--- src/rtl/core/fdsu_pkg.sv ---
package fdsu_pkg;

    localparam int DEF_STACK_DEPTH = 64;
    localparam int WORD_W          = 32;

    // operation codes
    localparam logic [3:0] FN_PUSH  = 4'd0;
    localparam logic [3:0] FN_ADD   = 4'd1;
    localparam logic [3:0] FN_SUB   = 4'd2;
    localparam logic [3:0] FN_MUL   = 4'd3;
    localparam logic [3:0] FN_DIV   = 4'd4;
    localparam logic [3:0] FN_MOD   = 4'd5;
    localparam logic [3:0] FN_DOT   = 4'd6;
    localparam logic [3:0] FN_PICK  = 4'd7;
    localparam logic [3:0] FN_ROLL  = 4'd8;
    localparam logic [3:0] FN_CLEAR = 4'd9;

    // status codes
    localparam logic [2:0] STS_OK       = 3'd0;
    localparam logic [2:0] STS_EMPTY    = 3'd1;
    localparam logic [2:0] STS_DIV0     = 3'd2;
    localparam logic [2:0] STS_NEGIDX   = 3'd3;
    localparam logic [2:0] STS_OVERFLOW = 3'd4;

    typedef enum logic [3:0] {
        S_IDLE,
        S_EXEC,
        S_WAIT,
        S_OPER,
        S_DIV,
        S_WRB,
        S_ROLL,
        S_ROLLW,
        S_DONE
    } state_t;

    typedef struct packed {
        logic [3:0]         func;
        logic signed [31:0] operand;
    } in_t;

    typedef struct packed {
        logic               printed;
        logic signed [31:0] printed_value;
        logic [2:0]         status;
        logic [6:0]         depth;
        logic signed [31:0] top_value;
    } out_t;

endpackage

--- src/rtl/core/fdsu_mem.sv ---
module fdsu_mem #(
    parameter int DEPTH = fdsu_pkg::DEF_STACK_DEPTH,
    parameter int AW    = $clog2(DEPTH)
) (
    input  logic                        aclk,
    input  logic                        wr_en,
    input  logic [AW-1:0]               wr_addr,
    input  logic [fdsu_pkg::WORD_W-1:0] wr_data,
    input  logic                        rd_en,
    input  logic [AW-1:0]               rd_addr,
    output logic [fdsu_pkg::WORD_W-1:0] rd_data
);
    import fdsu_pkg::*;

    logic [WORD_W-1:0] mem [DEPTH];

    // write port
    always_ff @(posedge aclk) begin
        if (wr_en) begin
            mem[wr_addr] <= wr_data;
        end
    end

    // registered read port
    always_ff @(posedge aclk) begin
        if (rd_en) begin
            rd_data <= mem[rd_addr];
        end
    end

endmodule

--- src/rtl/core/fdsu_div.sv ---
module fdsu_div (
    input  logic                        aclk,
    input  logic                        aresetn,
    input  logic                        start,
    input  logic [fdsu_pkg::WORD_W-1:0] dividend,
    input  logic [fdsu_pkg::WORD_W-1:0] divisor,
    output logic                        done,
    output logic [fdsu_pkg::WORD_W-1:0] quotient,
    output logic [fdsu_pkg::WORD_W-1:0] remainder
);
    import fdsu_pkg::*;

    localparam int CNT_W = $clog2(WORD_W + 1);

    logic [WORD_W-1:0] q_reg, q_next;
    logic [WORD_W-1:0] r_reg, r_next;
    logic [CNT_W-1:0]  cnt_reg, cnt_next;
    logic              busy_reg, busy_next;
    logic              done_reg, done_next;
    logic [WORD_W:0]   trial;

    // one restoring step per cycle
    always_comb begin
        q_next    = q_reg;
        r_next    = r_reg;
        cnt_next  = cnt_reg;
        busy_next = busy_reg;
        done_next = 1'b0;
        trial     = {r_reg, q_reg[WORD_W-1]};
        if (start) begin
            q_next    = dividend;
            r_next    = '0;
            cnt_next  = CNT_W'(WORD_W);
            busy_next = 1'b1;
        end else if (busy_reg) begin
            if (trial >= {1'b0, divisor}) begin
                r_next = WORD_W'(trial - {1'b0, divisor});
                q_next = {q_reg[WORD_W-2:0], 1'b1};
            end else begin
                r_next = trial[WORD_W-1:0];
                q_next = {q_reg[WORD_W-2:0], 1'b0};
            end
            cnt_next = cnt_reg - CNT_W'(1);
            if (cnt_reg == CNT_W'(1)) begin
                busy_next = 1'b0;
                done_next = 1'b1;
            end
        end
    end

    always_ff @(posedge aclk) begin
        if (!aresetn) begin
            busy_reg <= 1'b0;
            done_reg <= 1'b0;
            cnt_reg  <= '0;
        end else begin
            busy_reg <= busy_next;
            done_reg <= done_next;
            cnt_reg  <= cnt_next;
        end
    end

    always_ff @(posedge aclk) begin
        q_reg <= q_next;
        r_reg <= r_next;
    end

    assign done      = done_reg;
    assign quotient  = q_reg;
    assign remainder = r_reg;

endmodule

--- src/rtl/core/forth_data_stack_unit.sv ---
// Forth data stack: one request at a time, one result per request. The stack
// lives in a single RAM (one write, one registered read port); the top item
// is also cached in a register. Push, clear and every error or ignored code
// finish without a RAM read; dot and arithmetic with two or more items, and
// pick with an index inside the stack, read the RAM first. Arithmetic then
// computes and writes the result back; div/mod use the 32-step radix-2
// divider. Roll moves one entry at a time through the RAM port, a read and
// then a write per entry; past the depth it shifts every entry down and puts
// zero on top. The sequencer returns to idle as the result is loaded, and a
// result still waiting in the output register holds the sequencer in its
// final state. Reset needs no clearing pass: entries above the count are
// never read. The depth output carries the low 7 bits of the count.
module forth_data_stack_unit #(
    parameter int STACK_DEPTH = fdsu_pkg::DEF_STACK_DEPTH
) (
    input  logic          aclk,
    input  logic          aresetn,
    input  logic          s_valid,
    output logic          s_ready,
    input  fdsu_pkg::in_t s_data,
    output logic          m_valid,
    input  logic          m_ready,
    output fdsu_pkg::out_t m_data
);
    import fdsu_pkg::*;

    localparam int AW = $clog2(STACK_DEPTH);
    localparam int CW = $clog2(STACK_DEPTH + 1);

    state_t              state_reg, state_next;
    logic [3:0]          func_reg, func_next;
    logic [WORD_W-1:0]   opnd_reg, opnd_next;
    logic [CW-1:0]       count_reg, count_next;
    logic [WORD_W-1:0]   top_reg, top_next;
    logic [WORD_W-1:0]   b_reg, b_next;
    logic [WORD_W-1:0]   r_reg, r_next;
    logic [CW-1:0]       ptr_reg, ptr_next;
    logic                printed_reg, printed_next;
    logic [WORD_W-1:0]   pval_reg, pval_next;
    logic [2:0]          status_reg, status_next;
    logic                m_valid_reg, m_valid_next;
    out_t                m_data_reg, m_data_next;

    logic                wr_en, rd_en;
    logic [AW-1:0]       wr_addr, rd_addr;
    logic [WORD_W-1:0]   wr_data, rd_data;

    logic                div_start, div_done;
    logic [WORD_W-1:0]   div_q, div_r, ua, ub;

    logic                full, ge2, idx_in, neg;
    logic [WORD_W-1:0]   cnt32, pick_idx;
    logic [CW-1:0]       cnt_m1, cnt_m2;

    function automatic logic [WORD_W-1:0] magnitude(input logic [WORD_W-1:0] v);
        magnitude = v[WORD_W-1] ? (WORD_W'(0) - v) : v;
    endfunction

    fdsu_mem #(.DEPTH(STACK_DEPTH), .AW(AW)) u_mem (
        .aclk    (aclk),
        .wr_en   (wr_en),
        .wr_addr (wr_addr),
        .wr_data (wr_data),
        .rd_en   (rd_en),
        .rd_addr (rd_addr),
        .rd_data (rd_data)
    );

    assign ua = magnitude(top_reg);
    assign ub = magnitude(b_reg);

    fdsu_div u_div (
        .aclk      (aclk),
        .aresetn   (aresetn),
        .start     (div_start),
        .dividend  (ub),
        .divisor   (ua),
        .done      (div_done),
        .quotient  (div_q),
        .remainder (div_r)
    );

    // stack geometry
    assign full     = (count_reg == CW'(STACK_DEPTH));
    assign ge2      = (count_reg >= CW'(2));
    assign neg      = opnd_reg[WORD_W-1];
    assign cnt32    = WORD_W'(count_reg);
    assign idx_in   = (opnd_reg < cnt32);
    assign pick_idx = cnt32 - WORD_W'(1) - opnd_reg;
    assign cnt_m1   = count_reg - CW'(1);
    assign cnt_m2   = count_reg - CW'(2);

    assign s_ready = (state_reg == S_IDLE);

    // sequencer: next state, stack update and RAM control
    always_comb begin
        state_next   = state_reg;
        func_next    = func_reg;
        opnd_next    = opnd_reg;
        count_next   = count_reg;
        top_next     = top_reg;
        b_next       = b_reg;
        r_next       = r_reg;
        ptr_next     = ptr_reg;
        printed_next = printed_reg;
        pval_next    = pval_reg;
        status_next  = status_reg;
        m_valid_next = m_valid_reg && !m_ready;
        m_data_next  = m_data_reg;
        wr_en        = 1'b0;
        wr_addr      = AW'(count_reg);
        wr_data      = opnd_reg;
        rd_en        = 1'b0;
        rd_addr      = AW'(cnt_m2);
        div_start    = 1'b0;

        unique case (state_reg)
            S_IDLE: begin
                if (s_valid) begin
                    func_next    = s_data.func;
                    opnd_next    = s_data.operand;
                    printed_next = 1'b0;
                    pval_next    = '0;
                    status_next  = STS_OK;
                    state_next   = S_EXEC;
                end
            end
            S_EXEC: begin
                state_next = S_DONE;
                case (func_reg) inside
                    FN_PUSH: begin
                        if (full) begin
                            status_next = STS_OVERFLOW;
                        end else begin
                            wr_en      = 1'b1;
                            top_next   = opnd_reg;
                            count_next = count_reg + CW'(1);
                        end
                    end
                    FN_ADD, FN_SUB, FN_MUL, FN_DIV, FN_MOD: begin
                        if (count_reg == '0) begin
                            status_next = STS_EMPTY;
                        end else if ((func_reg == FN_DIV || func_reg == FN_MOD)
                                     && top_reg == '0) begin
                            count_next  = '0;
                            top_next    = '0;
                            status_next = STS_DIV0;
                        end else if (ge2) begin
                            rd_en      = 1'b1;
                            state_next = S_WAIT;
                        end else begin
                            b_next     = '0;
                            state_next = S_OPER;
                        end
                    end
                    FN_DOT: begin
                        if (count_reg == '0) begin
                            status_next = STS_EMPTY;
                        end else begin
                            printed_next = 1'b1;
                            pval_next    = top_reg;
                            if (ge2) begin
                                rd_en      = 1'b1;
                                state_next = S_WAIT;
                            end else begin
                                count_next = '0;
                                top_next   = '0;
                            end
                        end
                    end
                    FN_PICK: begin
                        if (neg) begin
                            count_next  = '0;
                            top_next    = '0;
                            status_next = STS_NEGIDX;
                        end else if (full) begin
                            status_next = STS_OVERFLOW;
                        end else if (idx_in) begin
                            rd_en      = 1'b1;
                            rd_addr    = AW'(pick_idx);
                            state_next = S_WAIT;
                        end else begin
                            wr_en      = 1'b1;
                            wr_data    = '0;
                            top_next   = '0;
                            count_next = count_reg + CW'(1);
                        end
                    end
                    FN_ROLL: begin
                        if (neg) begin
                            count_next  = '0;
                            top_next    = '0;
                            status_next = STS_NEGIDX;
                        end else if (count_reg != '0 && opnd_reg != '0) begin
                            if (idx_in) begin
                                rd_en      = 1'b1;
                                rd_addr    = AW'(pick_idx);
                                ptr_next   = CW'(pick_idx) + CW'(1);
                                state_next = S_WAIT;
                            end else begin
                                b_next     = '0;
                                ptr_next   = CW'(1);
                                state_next = S_ROLL;
                            end
                        end
                    end
                    FN_CLEAR: begin
                        count_next = '0;
                        top_next   = '0;
                    end
                    default: begin
                    end
                endcase
            end
            S_WAIT: begin
                state_next = S_DONE;
                case (func_reg)
                    FN_DOT: begin
                        top_next   = rd_data;
                        count_next = cnt_m1;
                    end
                    FN_PICK: begin
                        wr_en      = 1'b1;
                        wr_data    = rd_data;
                        top_next   = rd_data;
                        count_next = count_reg + CW'(1);
                    end
                    FN_ROLL: begin
                        b_next     = rd_data;
                        state_next = S_ROLL;
                    end
                    default: begin
                        b_next     = rd_data;
                        state_next = S_OPER;
                    end
                endcase
            end
            S_OPER: begin
                state_next = S_WRB;
                case (func_reg)
                    FN_ADD: r_next = b_reg + top_reg;
                    FN_SUB: r_next = b_reg - top_reg;
                    FN_MUL: r_next = WORD_W'(b_reg * top_reg);
                    default: begin
                        div_start  = 1'b1;
                        state_next = S_DIV;
                    end
                endcase
            end
            S_DIV: begin
                if (div_done) begin
                    if (func_reg == FN_DIV) begin
                        r_next = (top_reg[WORD_W-1] ^ b_reg[WORD_W-1]) ?
                                 (WORD_W'(0) - div_q) : div_q;
                    end else begin
                        r_next = b_reg[WORD_W-1] ? (WORD_W'(0) - div_r) : div_r;
                    end
                    state_next = S_WRB;
                end
            end
            S_WRB: begin
                // drop the consumed second operand, if any, and write the result on top
                wr_en    = 1'b1;
                wr_data  = r_reg;
                top_next = r_reg;
                if (ge2) begin
                    count_next = cnt_m1;
                    wr_addr    = AW'(cnt_m2);
                end else begin
                    wr_addr = AW'(cnt_m1);
                end
                state_next = S_DONE;
            end
            S_ROLL: begin
                if (ptr_reg < count_reg) begin
                    rd_en      = 1'b1;
                    rd_addr    = AW'(ptr_reg);
                    state_next = S_ROLLW;
                end else begin
                    wr_en      = 1'b1;
                    wr_addr    = AW'(cnt_m1);
                    wr_data    = b_reg;
                    top_next   = b_reg;
                    state_next = S_DONE;
                end
            end
            S_ROLLW: begin
                // shift one entry down
                wr_en      = 1'b1;
                wr_addr    = AW'(ptr_reg - CW'(1));
                wr_data    = rd_data;
                ptr_next   = ptr_reg + CW'(1);
                state_next = S_ROLL;
            end
            S_DONE: begin
                if (!m_valid_reg || m_ready) begin
                    m_data_next.printed       = printed_reg;
                    m_data_next.printed_value = pval_reg;
                    m_data_next.status        = status_reg;
                    m_data_next.depth         = 7'(count_reg);
                    m_data_next.top_value     = top_reg;
                    m_valid_next              = 1'b1;
                    state_next                = S_IDLE;
                end
            end
            default: begin
                state_next = S_IDLE;
            end
        endcase
    end

    // control state
    always_ff @(posedge aclk) begin
        if (!aresetn) begin
            state_reg   <= S_IDLE;
            count_reg   <= '0;
            top_reg     <= '0;
            m_valid_reg <= 1'b0;
        end else begin
            state_reg   <= state_next;
            count_reg   <= count_next;
            top_reg     <= top_next;
            m_valid_reg <= m_valid_next;
        end
    end

    // payload
    always_ff @(posedge aclk) begin
        func_reg    <= func_next;
        opnd_reg    <= opnd_next;
        b_reg       <= b_next;
        r_reg       <= r_next;
        ptr_reg     <= ptr_next;
        printed_reg <= printed_next;
        pval_reg    <= pval_next;
        status_reg  <= status_next;
        m_data_reg  <= m_data_next;
    end

    assign m_valid = m_valid_reg;
    assign m_data  = m_data_reg;

`ifndef SYNTHESIS
    a_count_bound: assert property (@(posedge aclk) disable iff (!aresetn)
        count_reg <= CW'(STACK_DEPTH))
        else $error("stack count beyond depth");

    a_empty_top: assert property (@(posedge aclk) disable iff (!aresetn)
        (count_reg == '0) |-> (top_reg == '0))
        else $error("top cache not zero on empty stack");

    a_accept_busy: assert property (@(posedge aclk) disable iff (!aresetn)
        (s_valid && s_ready) |=> (state_reg == S_EXEC))
        else $error("request not taken into execution");

    a_result_from_done: assert property (@(posedge aclk) disable iff (!aresetn)
        $rose(m_valid_reg) |-> ($past(state_reg) == S_DONE))
        else $error("result issued outside completion");
`endif

endmodule

--- config.mk ---
export PLATFORM = sky130hd
export DESIGN_NAME = forth_data_stack_unit
export DESIGN_NICKNAME = d
export VERILOG_FILES = /design/src/rtl/core/fdsu_pkg.sv /design/src/rtl/core/fdsu_mem.sv /design/src/rtl/core/fdsu_div.sv /design/src/rtl/core/forth_data_stack_unit.sv
export SDC_FILE = /design/constraint.sdc
export NUM_CORES = 2
export LEC_CHECK = 0
export BUFFER_PORTS_ARGS = -buffer_cell sky130_fd_sc_hd__buf_2
export CELL_PAD_IN_SITES_DETAIL_PLACEMENT = 1
export CELL_PAD_IN_SITES_GLOBAL_PLACEMENT = 1
export CORE_MARGIN = 5
export CORE_UTILIZATION = 54
export CTS_CLUSTER_SIZE = 8
export DETAILED_ROUTE_END_ITERATION = 8
export HOLD_SLACK_MARGIN = 0.03
export PLACE_DENSITY_LB_ADDON = 0.1
export SYNTH_ARGS = -nofsm -noshare
export SYNTH_HDL_FRONTEND = slang
export SYNTH_SLANG_ARGS = --single-unit
export TNS_END_PERCENT = 10
--- constraint.sdc ---
create_clock -name aclk -period 9.65 [get_ports aclk]
set_input_delay 1.4475 -clock aclk [delete_from_list [all_inputs] [get_ports aclk]]
set_output_delay 1.4475 -clock aclk [all_outputs]
set_load 0.005 [all_outputs]
==> Word level (Yosys, flattened, before mapping) <==
Memory sizes are Yosys's and may differ from the RTL's. A register that Yosys moved wholly into a read port is not among the register bits.
Index checks and enable logic that the tools add are counted.
{ "totals": {"regBits": 334, "ramBits": 2048, "in_bits": 40, "out_inout_bits": 77, "elab_cells": 323, "memories": 1} }
{ "op_classes": {"n_addsub": 16, "n_mul": 1, "n_lt_le_gt_ge": 4, "eq_ne": 59, "n_mux": 180, "bitwise_logic": 3, "n_reduce_logical": 36} }
{ "mem_list": {"columns": ["memory", "depth", "word_bits", "read_ports", "rd_ports_with_merged_regs", "wr", "line_no", "text"], "rows": [
  ["u_mem.mem", 64, 32, 1, 1, 1, "fdsu_mem.sv:15", "logic [WORD_W-1:0] mem [DEPTH];"]
]} }
{ "ops": {"columns": ["operator", "n"], "rows": [
  ["$mux W32", 48],
  ["$pmux W32 S2", 3],
  ["$mux W7", 24],
  ["$pmux W32 S5", 1],
  ["$pmux W32 S4", 1],
  ["$sub A1 B32 Y32 const A", 4],
  ["$pmux W32 S3", 1],
  ["$mux W6", 15],
  ["$mux W4", 18],
  ["$sub A32 B32 Y32", 2],
  ["$mux W31", 2],
  ["$mux W1", 43],
  ["$mux W3", 13],
  ["$pmux W4 S9", 1],
  ["$reduce_and A12 Y1", 3],
  ["$ge A33 B32 Y1", 1],
  ["$ne A3 B3 Y1 const B", 11],
  ["$add A32 B32 Y32", 1],
  ["$eq A4 B3 Y1 const B", 8],
  ["$logic_not A32 Y1", 1],
  ["$lt A32 B7 Y1", 1],
  ["$mul A32 B32 Y32", 1],
  ["$reduce_bool A32 Y1", 1],
  ["$ne A2 B2 Y1 const B", 15],
  ["43 further kinds", 80]
]} }

==> Longest topological paths before layout <==
{ "logic_depth": {"ltp_word": 12, "depth_mapped": 29, "depth_no_buf": 27} }

==> Cells and area by module <==
From an unflattened synthesis, not the netlist that was laid out.
{ "unflattened": {"hier_cells": 7743, "area_unflattened_um2": 117851.8} }
{ "modules_own_cells": {"columns": ["mod", "n_inst", "cells_per_inst", "area_per_inst_um2"], "rows": [
  ["fdsu_mem", 1, 3511, 79359.9],
  ["forth_data_stack_unit", 1, 3660, 33534.7],
  ["fdsu_div", 1, 572, 4957.3]
]} }

==> Least setup slack after synthesis <==
Ideal clock, no wire load.
{ "synth_timing": {"kind": "register to register", "from": "register top_reg[17]", "to": "register r_reg[31], data pin", "setup_time_ps": 264, "t_arrival_ps": 7004, "required_ps": 9386, "path_slack_ps": 2382, "stages_incl_launch_ff": 27, "path_buffers": 2, "path_cell_list": "dfxtp_1 clkbuf_1 clkbuf_1 nand2_1 fa_1 inv_1 fa_1 inv_1 fa_1 inv_1 fa_1 inv_1 fa_1 fa_1 fa_1 fa_1 xnor2_1 xnor2_1 xnor2_1 xnor2_1 xnor2_1 xnor3_1 or4_1 o21a_1 and4_1 o211ai_1 a211oi_1"} }
{ "synth_between": {"elab_chain_len": 3, "elab_cells_between_ends": 5, "cone_classes": "add/sub (2); mul (1); mux (2)"} }
{ "synth_rtl": {"columns": ["item", "line_no", "text"], "rows": [
  ["start: declaration", "forth_data_stack_unit.sv:34", "logic [WORD_W-1:0] top_reg, top_next;"],
  ["start signal: assignment", "forth_data_stack_unit.sv:322", "top_reg <= top_next;"],
  ["$mul A32 B32 Y32, or another cell as far along", "forth_data_stack_unit.sv:243", "FN_MUL: r_next = WORD_W'(b_reg * top_reg);"],
  ["$pmux W32 S3 *", "forth_data_stack_unit.sv:240", "case (func_reg)"],
  ["$pmux W32 S2 *", "forth_data_stack_unit.sv:117", "unique case (state_reg)"],
  ["named net r_next[31]", "forth_data_stack_unit.sv:36", "logic [WORD_W-1:0] r_reg, r_next;"],
  ["end signal: assignment", "forth_data_stack_unit.sv:332", "r_reg <= r_next;"],
  ["end: declaration", "forth_data_stack_unit.sv:36", null]
]} }
Mark *: on every way through the listed nets, which the timed path passes. The rest lies on a longest branch.
A chain may end at the register's enable or synchronous reset.

==> Worst setup path after layout <==
{ "layout_timing": {"from": "register b_reg[3]", "to": "register r_reg[30], data pin"} }
{ "layout_between": {"elab_chain_len": 3, "elab_cells_between_ends": 5, "cone_classes": "add/sub (2); mul (1); mux (2)"} }
{ "layout_rtl": {"columns": ["item", "line_no", "text"], "rows": [
  ["start: declaration", "forth_data_stack_unit.sv:35", "logic [WORD_W-1:0] b_reg, b_next;"],
  ["start signal: assignment", "forth_data_stack_unit.sv:331", "b_reg <= b_next;"],
  ["$mul A32 B32 Y32, or another cell as far along", "forth_data_stack_unit.sv:243", null],
  ["$pmux W32 S3 *", "forth_data_stack_unit.sv:240", null],
  ["$pmux W32 S2 *", "forth_data_stack_unit.sv:117", null],
  ["named net r_next[30]", "forth_data_stack_unit.sv:36", null]
]} }
Marked as above.

==> flow_summary.ini <==
[timing]
period_share = 0.882
finalMaxSlewViolations = 0
min_period_ns = 8.51
fin_setup_tns_ns = 0
tightest_slew_ns = 1.48
max_freq_ghz = 0.117
setup_viol = 0
skew_ns = 0.0807
slew_headroom = 0.0166
final-hold-violation-count = 0
grt_setup_unrepaired = no

[outcome]
status = complete, no violations

[detailed_routing]
routed_wl_um = 433000
detail_route.vias_per_cell = 6.86
wl_per_cell_um = 38.5
firstDrtPassIters = 9
drc_errors = 0
vias = 77200
ant_nets = 0
drt_iter0_markers = 10300

[worst_setup_path]
worstSetupEndpointType = flop
crit_slowest_cell = edfxtp_1
worstSetupStartpointType = flop
worstSetupPathType = reg -> reg
path_buf_inv = 5
critPathMaxFanout = 18
cp_top_family = adder cells
cpPeakStageDelay_ns = 1.01
required_ns = 10.27
crit_arrival_ns = 9.13
path_common_cell = fa_1

[global_routing]
gr-total-overflow = 0
grt_pass1_wl_um = 609000
grt.met2_usage = 0.612
use_met3 = 0.0783
grt-busiest-layer = met2
grt_use_total = 0.385
antenna_found_initial = 26
grt_max_degree = 104
grt_pass1_vias = 80300
grt_use_met1 = 0.475

[clock_network]
cts_num_sinks = 2414
cts-hold-fix-buffers = 0
cts_buffers = 354
htree_levels = 5
cts_tree = yes
post_cts_buffers = 0
cts-resized-gates = 0
cts_root_buf = clkbuf_16
clk_pin_slew_ns = 0.05
clock_latency_ns = 0.97
cts_max_path_buffers = 4

[yosys]
yosysSeqAreaShare = 0.614
synth.cell_area_mm2 = 0.117
ys.flop_type = edfxtp_1
synth_area_per_cell_um2 = 14.5
netlist_instances = 8057
yosysTopAreaCell = edfxtp_1
netlist.area_leader.share = 0.600
synth_enable_flop_cells = 2330
ys.warnings.count = 0
synth.net_count = 8731
ys_async_sr_fraction = 0
ys_seq_elements = 2414
synthTopCellsByArea = edfxtp_1 60%, fa_1 7.1%, mux4_2 6.7%
synthDistinctLibCells = 82

[placed_design]
portBuffers = 116
gp_congestion = 0.966
place_hpwl_um = 277000

[floorplanning]
core_area_mm2 = 0.215
initial_core_util = 0.543
rows = 170
die_area_mm2 = 0.226
ios = 117
die_x_um = 475
die_h_um = 475

[final_layout]
syn_to_final_growth_pct = 12.6
nNetsFinal = 9022
final.fill_count = 19700
layout-drive-gt1-share = 0.155
largest_reg_flops = 2048

[worst_hold_path]
min_path_type = reg -> reg

[run]
maxCapViolations = 0
==> worst register-to-register path: stages (launching register included) <==
cell and delay (ns):
edfxtp_1 1.01, buf_4 0.42, and2_1 0.20, fa_1 0.16, inv_1 0.05, fa_1 0.42, fa_1 0.53, inv_1 0.06
fa_1 0.53, ha_1 0.22, ha_1 0.28, inv_1 0.05, fa_1 0.47, inv_1 0.05, fa_1 0.44, ha_1 0.35
o21ai_0 0.13, o21ai_0 0.19, o221ai_1 0.23, o21ai_0 0.32, o221ai_1 0.30, o41ai_2 1.01, a41o_1 0.34, o31ai_1 0.11
xnor2_1 0.14, a21oi_1 0.15, a22oi_1 0.08
==> synthesized netlist by cell type (all sizes together) (14+ instances only) <==
master / number
a31oi: 37
o31ai: 35
nor3: 83
o221ai: 21
nand4: 44
a21o: 39
mux4: 347
mux2i: 220
buf: 135
o211ai: 31
or3: 41
clkbuf: 340
nand3: 64
a211oi: 47
or2: 16
a21oi: 272
a2111oi: 28
a311oi: 37
a222oi: 33
dfxtp: 84
o21a: 15
o21bai: 14
nor2b: 26
nand2: 891
or4: 20
a221oi: 46
o21ai: 226
o22ai: 88
edfxtp: 2330
nand2b: 30
nor4: 25
and3: 80
nor2: 302
xor2: 145
fa: 411
ha: 223
inv: 433
and2: 321
xnor2: 171
a22oi: 162
==> layout by cell type, fill, tap and decap left out, drive strengths merged, types with 80 or more instances in the layout <==
cell    instances
nor2          302
clkbuf        391
edfxtp       2330
o22ai          88
nor3           83
ha            223
buf           410
and2          321
o21ai         226
nand2         891
inv           437
fa            411
dfxtp          84
mux4          347
xnor2         171
a21oi         272
and3           80
xor2          145
a22oi         162
mux2i         220
==> per-stage QoR <==
stage / hold slack (ns) / cell area, um2 / worst slack (ns) / util / cells
global placement: 0.401 / 122000 / 1.17 / 0.568 / 10800
CTS: 0.416 / 131000 / 1.18 / 0.611 / 11200
global route: 0.418 / 131000 / 0.688 / 0.612 / 11200
detailed placement: 0.406 / 122000 / 1.22 / 0.568 / 10800
finish: 0.414 / 131000 / 1.14 / 0.612 / 11300
floorplan: 0.400 / 117000 / 2.38 / - / 8057
==> final cells by class <==
class | count | area [um2] | area share
well taps | 2838 | 3550 | 0.0270
multi-input cells | 4733 | 42300 | 0.322
clock buffers | 391 | 9130 | 0.0695
clock inverters | 10 | 92.6 | 0.000705
diodes | 20 | 50.0 | 0.000381
repair buffers | 410 | 2960 | 0.0225
flip-flops and latches | 2414 | 71700 | 0.545
inverters | 435 | 1630 | 0.0124
==> cell families after synthesis <==
logic type	after synthesis	share of synthesized area
flops	2414	0.614
buf+inv	910	0.0305
simple gates	1975	0.0800
mux	567	0.0858
xor+xnor	317	0.0239
compound gates	1240	0.0714
fa+ha+maj	634	0.0944
==> worst paths after layout <==
path,start,to,slack (ns),cells after the start
setup / recovery,b_reg[3]$_SDFFCE_PN0P_,r_reg[30]$_DFFE_PP_,1.14,26
hold / removal,pval_reg[29]$_SDFFCE_PN0P_,m_data[71]$_DFFE_PP_,0.41,0
setup reg to reg,b_reg[3]$_SDFFCE_PN0P_,r_reg[30]$_DFFE_PP_,1.14,26
hold reg to reg,pval_reg[29]$_SDFFCE_PN0P_,m_data[71]$_DFFE_PP_,0.41,0
==> metal layers <==
layer,routed length (um),part of all wire
met2,202000,0.47
met4,37800,0.087
met1,151000,0.35
met5,103,0.00024
met3,42000,0.097
Power is not shown: default switching activity piles up to over one toggle a cycle in this logic, so the estimate is an artifact.
